File: src/design/rtpsd_pkg.sv
// Shared types and constants for the RTPS submessage deframer.
package rtpsd_pkg;

    localparam int PREFIX_BYTES = 12;
    localparam int HEADER_BYTES = 20;
    localparam int PREFIX_AT    = 8;
    localparam int SUBHDR_BYTES = 4;
    localparam int MAGIC_BYTES  = 4;

    localparam int POS_W  = 16;
    localparam int LEN_W  = 16;
    localparam int TDATA_W = 112;

    localparam logic [7:0] ID_INFO_DST  = 8'h0e;
    localparam logic [7:0] ID_HEARTBEAT = 8'h07;
    localparam logic [7:0] ID_DATA      = 8'h15;

    localparam logic [7:0] MAGIC [MAGIC_BYTES] = '{8'h52, 8'h54, 8'h50, 8'h53};

    typedef enum logic [1:0] {
        REG_RECEIVE_ENABLE    = 2'd0,
        REG_LOCAL_PREFIX_LOW  = 2'd1,
        REG_LOCAL_PREFIX_HIGH = 2'd2
    } cfg_reg_t;

    typedef enum logic [2:0] {
        PH_HEADER   = 3'd0,
        PH_SUBHDR   = 3'd1,
        PH_INFO_DST = 3'd2,
        PH_PAYLOAD  = 3'd3,
        PH_WAIT     = 3'd4
    } phase_t;

    typedef struct packed {
        logic        valid;
        logic [7:0]  payload;
        logic        kind;
        logic        last;
        logic [7:0]  flags;
        logic [31:0] prefix_high;
        logic [63:0] prefix_low;
    } result_t;

    typedef struct packed {
        logic        enable;
        logic [31:0] prefix_high;
        logic [63:0] prefix_low;
    } cfg_t;

endpackage

File: src/design/rtpsd_parser.sv
// Per-byte packet and submessage parser: parse state and one step of logic.
module rtpsd_parser (
    input  logic               aclk,
    input  logic               aresetn,
    input  logic               step_en,
    input  logic [7:0]         data_byte,
    input  logic               frame_end,
    input  rtpsd_pkg::cfg_t    cfg,
    output rtpsd_pkg::result_t result
);

    localparam int PW = rtpsd_pkg::POS_W;
    localparam int LW = rtpsd_pkg::LEN_W;

    rtpsd_pkg::phase_t phase_reg, phase_next;
    logic [PW-1:0] pos_reg, pos_next;
    logic [7:0]    id_reg, id_next;
    logic [7:0]    flags_reg, flags_next;
    logic [LW-1:0] len_reg, len_next;
    logic [7:0]    prefix_reg [rtpsd_pkg::PREFIX_BYTES];

    logic          prefix_we;
    logic [3:0]    prefix_idx;
    logic [95:0]   local_all;
    logic [7:0]    local_sel;
    logic [PW-1:0] pos_inc;
    logic          le;

    assign local_all = {cfg.prefix_high, cfg.prefix_low};
    assign pos_inc   = pos_reg + PW'(1);
    assign le        = flags_reg[0];
    assign prefix_idx = 4'(pos_reg[3:0] - 4'(rtpsd_pkg::PREFIX_AT));

    always_comb begin
        local_sel = 8'h00;
        for (int k = 0; k < rtpsd_pkg::PREFIX_BYTES; k++) begin
            if (pos_reg[3:0] == 4'(k)) begin
                local_sel = local_all[8*(rtpsd_pkg::PREFIX_BYTES-1-k) +: 8];
            end
        end
    end

    always_comb begin
        phase_next = phase_reg;
        pos_next   = pos_reg;
        id_next    = id_reg;
        flags_next = flags_reg;
        len_next   = len_reg;
        prefix_we  = 1'b0;
        result     = '0;
        for (int k = 0; k < 4; k++) begin
            result.prefix_high[8*(3-k) +: 8] = prefix_reg[k];
        end
        for (int k = 4; k < rtpsd_pkg::PREFIX_BYTES; k++) begin
            result.prefix_low[8*(rtpsd_pkg::PREFIX_BYTES-1-k) +: 8] = prefix_reg[k];
        end
        result.payload = data_byte;
        result.flags   = flags_reg;
        result.kind    = (id_reg == rtpsd_pkg::ID_DATA);

        unique case (phase_reg)
            rtpsd_pkg::PH_HEADER: begin
                if (pos_reg < PW'(rtpsd_pkg::MAGIC_BYTES) &&
                    data_byte != rtpsd_pkg::MAGIC[pos_reg[1:0]]) begin
                    phase_next = rtpsd_pkg::PH_WAIT;
                end else begin
                    prefix_we = (pos_reg >= PW'(rtpsd_pkg::PREFIX_AT)) &&
                                (pos_reg < PW'(rtpsd_pkg::PREFIX_AT + rtpsd_pkg::PREFIX_BYTES));
                    pos_next = pos_inc;
                    if (pos_inc >= PW'(rtpsd_pkg::HEADER_BYTES)) begin
                        pos_next   = '0;
                        phase_next = cfg.enable ? rtpsd_pkg::PH_SUBHDR : rtpsd_pkg::PH_WAIT;
                    end
                end
            end
            rtpsd_pkg::PH_SUBHDR: begin
                if (pos_reg == PW'(0)) begin
                    id_next = data_byte;
                end else if (pos_reg == PW'(1)) begin
                    flags_next = data_byte;
                end else if (pos_reg == PW'(2)) begin
                    len_next = le ? {8'h00, data_byte} : {data_byte, 8'h00};
                end else if (pos_reg == PW'(3)) begin
                    len_next = len_reg | (le ? {data_byte, 8'h00} : {8'h00, data_byte});
                end
                pos_next = pos_inc;
                if (pos_inc >= PW'(rtpsd_pkg::SUBHDR_BYTES)) begin
                    pos_next = '0;
                    if (len_next == '0) begin
                        phase_next = rtpsd_pkg::PH_SUBHDR;
                    end else if (id_next == rtpsd_pkg::ID_INFO_DST) begin
                        phase_next = rtpsd_pkg::PH_INFO_DST;
                    end else begin
                        phase_next = rtpsd_pkg::PH_PAYLOAD;
                    end
                end
            end
            rtpsd_pkg::PH_INFO_DST: begin
                if (pos_reg < PW'(rtpsd_pkg::PREFIX_BYTES) && data_byte != local_sel) begin
                    phase_next = rtpsd_pkg::PH_WAIT;
                end else begin
                    pos_next = pos_inc;
                    if (pos_inc == len_reg) begin
                        pos_next   = '0;
                        phase_next = rtpsd_pkg::PH_SUBHDR;
                    end
                end
            end
            rtpsd_pkg::PH_PAYLOAD: begin
                result.last = frame_end;
                pos_next    = pos_inc;
                if (pos_inc == len_reg) begin
                    pos_next    = '0;
                    phase_next  = rtpsd_pkg::PH_SUBHDR;
                    result.last = 1'b1;
                end
                result.valid = (id_reg == rtpsd_pkg::ID_HEARTBEAT) ||
                               (id_reg == rtpsd_pkg::ID_DATA);
            end
            default: begin
            end
        endcase

        if (frame_end) begin
            phase_next = rtpsd_pkg::PH_HEADER;
            pos_next   = '0;
        end
    end

    always_ff @(posedge aclk) begin
        if (!aresetn) begin
            phase_reg <= rtpsd_pkg::PH_HEADER;
            pos_reg   <= '0;
            id_reg    <= '0;
            flags_reg <= '0;
            len_reg   <= '0;
            for (int k = 0; k < rtpsd_pkg::PREFIX_BYTES; k++) begin
                prefix_reg[k] <= '0;
            end
        end else if (step_en) begin
            phase_reg <= phase_next;
            pos_reg   <= pos_next;
            id_reg    <= id_next;
            flags_reg <= flags_next;
            len_reg   <= len_next;
            for (int k = 0; k < rtpsd_pkg::PREFIX_BYTES; k++) begin
                if (prefix_we && prefix_idx == 4'(k)) begin
                    prefix_reg[k] <= data_byte;
                end
            end
        end
    end

endmodule

File: src/design/rtps_submessage_deframer.sv
// Top level of the RTPS submessage deframer: channels, config registers, stage registers.
//
// Channel   Direction  Handshake           Content
// s_        in         s_tvalid/s_tready   one packet byte, s_tlast on last byte
// m_        out        m_tvalid/m_tready   payload byte with kind, flags, source prefix
// cfg_      in         cfg_valid/cfg_ready register index and write data
//
// One byte per cycle sustained while m_ is not stalled; each byte passes through the input register
// and, when it is a forwarded payload byte, through the output register onto m_.
// The parse step runs when the input register is full and the output register is free
// or being taken, so a stall on m_ drops s_tready in the same cycle once the input
// register is full.
// aresetn is synchronous, active low, and returns parsing to the packet header.
module rtps_submessage_deframer (
    input  logic                          aclk,
    input  logic                          aresetn,
    input  logic                          s_tvalid,
    output logic                          s_tready,
    input  logic [7:0]                    s_tdata,  // [7:0] data_byte
    input  logic                          s_tlast,  // frame_end
    output logic                          m_tvalid,
    input  logic                          m_tready,
    output logic [rtpsd_pkg::TDATA_W-1:0] m_tdata,  // [7:0] payload_byte, [15:8] submsg_flags,
                                                    // [47:16] source_prefix_high,
                                                    // [111:48] source_prefix_low
    output logic                          m_tuser,  // submsg_kind
    output logic                          m_tlast,  // last_byte
    input  logic                          cfg_valid,
    output logic                          cfg_ready,
    input  logic [1:0]                    cfg_index,
    input  logic [63:0]                   cfg_data
);

    rtpsd_pkg::cfg_t    cfg_reg;
    rtpsd_pkg::result_t res;

    logic       in_valid_reg;
    logic [7:0] in_data_reg;
    logic       in_last_reg;

    logic                          out_valid_reg;
    logic [rtpsd_pkg::TDATA_W-1:0] out_data_reg;
    logic                          out_kind_reg;
    logic                          out_last_reg;

    logic step_en;

    assign cfg_ready = 1'b1;
    assign step_en   = in_valid_reg && (!out_valid_reg || m_tready);
    assign s_tready  = !in_valid_reg || step_en;

    assign m_tvalid = out_valid_reg;
    assign m_tdata  = out_data_reg;
    assign m_tuser  = out_kind_reg;
    assign m_tlast  = out_last_reg;

    always_ff @(posedge aclk) begin
        if (!aresetn) begin
            cfg_reg <= '0;
        end else if (cfg_valid && cfg_ready) begin
            unique case (cfg_index)
                rtpsd_pkg::REG_RECEIVE_ENABLE:    cfg_reg.enable      <= cfg_data[0];
                rtpsd_pkg::REG_LOCAL_PREFIX_LOW:  cfg_reg.prefix_low  <= cfg_data;
                rtpsd_pkg::REG_LOCAL_PREFIX_HIGH: cfg_reg.prefix_high <= cfg_data[31:0];
                default: begin
                end
            endcase
        end
    end

    always_ff @(posedge aclk) begin
        if (!aresetn) begin
            in_valid_reg <= 1'b0;
        end else if (s_tready) begin
            in_valid_reg <= s_tvalid;
        end
    end

    always_ff @(posedge aclk) begin
        if (s_tready && s_tvalid) begin
            in_data_reg <= s_tdata;
            in_last_reg <= s_tlast;
        end
    end

    rtpsd_parser u_parser (
        .aclk      (aclk),
        .aresetn   (aresetn),
        .step_en   (step_en),
        .data_byte (in_data_reg),
        .frame_end (in_last_reg),
        .cfg       (cfg_reg),
        .result    (res)
    );

    always_ff @(posedge aclk) begin
        if (!aresetn) begin
            out_valid_reg <= 1'b0;
        end else if (step_en) begin
            out_valid_reg <= res.valid;
        end else if (m_tready) begin
            out_valid_reg <= 1'b0;
        end
    end

    always_ff @(posedge aclk) begin
        if (step_en && res.valid) begin
            out_data_reg <= {res.prefix_low, res.prefix_high, res.flags, res.payload};
            out_kind_reg <= res.kind;
            out_last_reg <= res.last;
        end
    end

endmodule

File: config.mk
export PLATFORM = sky130hd
export DESIGN_NAME = rtps_submessage_deframer
export DESIGN_NICKNAME = d
export VERILOG_FILES = /design/src/design/rtpsd_pkg.sv /design/src/design/rtpsd_parser.sv /design/src/design/rtps_submessage_deframer.sv
export SDC_FILE = /design/constraint.sdc
export NUM_CORES = 1
export LEC_CHECK = 0
export BUFFER_PORTS_ARGS = -buffer_cell sky130_fd_sc_hd__buf_2
export CELL_PAD_IN_SITES_DETAIL_PLACEMENT = 0
export CELL_PAD_IN_SITES_GLOBAL_PLACEMENT = 1
export CORE_UTILIZATION = 40
export DETAILED_ROUTE_END_ITERATION = 10
export PLACE_DENSITY = 0.74
export SETUP_SLACK_MARGIN = 0.3
export SYNTH_ARGS = -nofsm -noshare
export SYNTH_HDL_FRONTEND = slang
export SYNTH_SLANG_ARGS = --single-unit
File: constraint.sdc
create_clock -name aclk -period 37.5 [get_ports aclk]
set_input_delay 3.75 -clock aclk [delete_from_list [all_inputs] [get_ports aclk]]
set_output_delay 3.75 -clock aclk [all_outputs]
set_load 0.02 [all_outputs]
==> flow_metrics.tcl <==
set metrics [dict create \
    grt_pass1_vias 11000 \
    clock_sinks 369 \
    insertion_delay_ns 0.56 \
    die_h_um 200 \
    cts_max_level 2 \
    max_cap_viol_count 0 \
    async_flop_share_pct 0 \
    slew_violations 0 \
    period_share_pct 21.4 \
    io_buffers 195 \
    dp_cells 2121 \
    yosysTopAreaCell "edfxtp_1" \
    syn_to_final_growth_pct 16.1 \
    core_mm2 0.0386 \
    die_w_um 200 \
    cts_tree "built" \
    antenna_cells 0 \
    synth_xor_area_share_pct 1.45 \
    grt_max_degree 71 \
    drt-total-wl_mm 43.1 \
    fin_crit_ns 8.04 \
    dieArea_mm2 0.0401 \
    hold_depth 0 \
    cp_data_required_time_ns 33.75 \
    synthAdderAreaFrac_pct 0.319 \
    syn_area_mm2 0.0157 \
    rsz0062_at_grt "no" \
    clock.fmax_mhz 124 \
    fin_worst_skew_ns 0.0338 \
    cts_setup_buffers 0 \
    r2r_slack_ns 32.82 \
    final_cell_mix "nand2_1, edfxtp_1, buf_2" \
    ys_seq_area_share_pct 61.0 \
    synth_top_area_share_pct 41.9 \
    synth_simple_gate_area_share_pct 18.1 \
    drtIter0Drc 1000 \
    power_frac_comb_pct 5.0 \
    antenna_found_initial 0 \
    synth.top_cells.by_area "edfxtp_1, dfxtp_1, nand2_1, a21oi_1, nor2_1" \
    synth.area.mux_share_pct 1.36 \
    avgSynthCellArea_um2 10.4 \
    seqPwrFrac_pct 51.3 \
    min_path_type "flip-flop to flip-flop" \
    hpwl_mm 28.7 \
    ys_warn_count 0 \
    placed_area_mm2 0.0170 \
    viasPerCell 5.35 \
    clock_path_buffers 3 \
    synth-compound-area-share_pct 14.1 \
    post-route-util_pct 47.2 \
    dr.pass1.iters 5 \
    grt_overflow 0 \
    drt-wirelength-per-cell_um 19.7 \
    placementRows 72 \
    ir_drop_uv 22.8 \
    synth_cells 1504 \
    ctsHoldBuffers 0 \
    start_kind "input pin" \
    path_clk_slew_ns 0.06 \
    max_slew_margin_pct 27.0 \
    numCtsBuffers 39 \
    synth_edf_count 219 \
    min_to "m_tdata[26]" \
    synth_top_family_by_area "simple AND/OR/NAND/NOR gates" \
    outcome "completed" \
    fin_cells 2191 \
    endpoint_kind "output pin" \
    critical_path_class "input pin to output pin" \
    grt_use_total_pct 21.3 \
    ys_ff_latch 369 \
    synth_nets 1588 \
    finalWeightedCongestion 0.869 \
    intPower_w 0.000670 \
    final_common_cell "nand2_1" \
    hp-start "u_parser.prefix_reg[0][18]" \
    grt_pass1_wl_mm 66.0 \
    critical_path_arrival_ns 4.29 \
    largest_register_ffs 112 \
    clkPwrFrac_pct 43.8 \
    setup_tns_ns 0 \
    hold_viol_final 0 \
    design_area_mm2 0.0182 \
    root_buffer "clkbuf_16" \
    synthFlopType "edfxtp_1" \
    reg2reg_depth 11 \
    setup_viol 0 \
    r2r-end "u_parser.pos_reg[6]" \
    io-pin-count 197 \
    drcViolationCount 0 \
    cp_max_fo 4 \
    rr_startpoint "u_parser.pos_reg[0]" \
    post_cts_resized 0 \
    p_leak_nw 6.52 \
    vias 11700 \
    tightest_slew_ns 1.09 \
    p_sw_share_pct 22.8 \
    switchingPower_w 0.000198 \
    ys_types 93 \
    ant_nets 0 \
    fin_nets 1728 \
    start_util_pct 40.6 \
    powerDensity_mw_per_mm2 47.6 \
    drive_gt1_share_pct 18.3 \
]
-- worst max-delay path, stage by stage --
cell and delay, ns:
buf_2 0.10, nor2b_1 0.19, nand2_1 0.09, buf_2 0.16
-- worst max-delay path by stage --
stage,from,endpoint,depth (start not counted)
detailed placement,m_tready,s_tready,4
finish,m_tready,s_tready,4
CTS,m_tready,s_tready,4
floorplan,m_tready,m_tdata[0],3
global route,m_tready,s_tready,4
global placement,m_tready,s_tready,4
-- area by class of cell --
class                      instances  area (um^2)
clock inverter                    23          211
multi-input combinational        997         5560
clock buffer                      47         1040
timing repair buffer             212         1100
inverter                          25         96.3
sequential                       369         9580
fill                            3568        20400
tap                              518          648
-- power groups by stage --
stage	logic (W)	registers, W	clock network, W
finish	0.0000430	0.000445	0.000380
detailed placement	0.0000431	0.000453	0
global route	0.0000472	0.000445	0.000403
floorplan	0.0000287	0.000449	0
global placement	0.0000427	0.000453	0
CTS	0.0000433	0.000445	0.000389
-- kinds of logic after synthesis --
group	Yosys count
AO/OA/AOI/OAI	329
XOR/XNOR	26
adder cells (fa/ha/maj)	4
buffers and inverters	138
flip-flops	369
multiplexers	21
other	1
AND/OR/NAND/NOR	616
-- cell usage after synthesis, drive strengths merged, types with 20 or more instances --
cell type    n
nand2b      23
a21oi      138
nand2      279
inv         25
edfxtp     219
buf         42
clkbuf      71
dfxtp      150
nand3       20
o21ai       34
nor2       158
-- layer usage --
| metal | wire [um] | vias up | share of wire [%] | track usage, % |
|---|---|---|---|---|
| met1 | 19700 | 5598 | 46 | 30.2 |
| met3 | 2760 | 77 | 6.4 | 3.86 |
| met5 | 0 | - | 0 | 0 |
| li1 | - | 5644 | - | - |
| met2 | 19600 | 410 | 45 | 33.5 |
| met4 | 1040 | 0 | 2.4 | 6.02 |
-- stage by stage --
step,hold slack [ns],total power [W],setup WS [ns]
finish,0.417,0.000867,29.46
CTS,0.419,0.000877,29.45
detailed placement,0.405,0.000496,29.44
global placement,0.401,0.000496,29.45
floorplan,0.400,0.000477,21.67
global route,0.424,0.000895,29.40
Note: power is estimated with default switching activity, not from simulation.
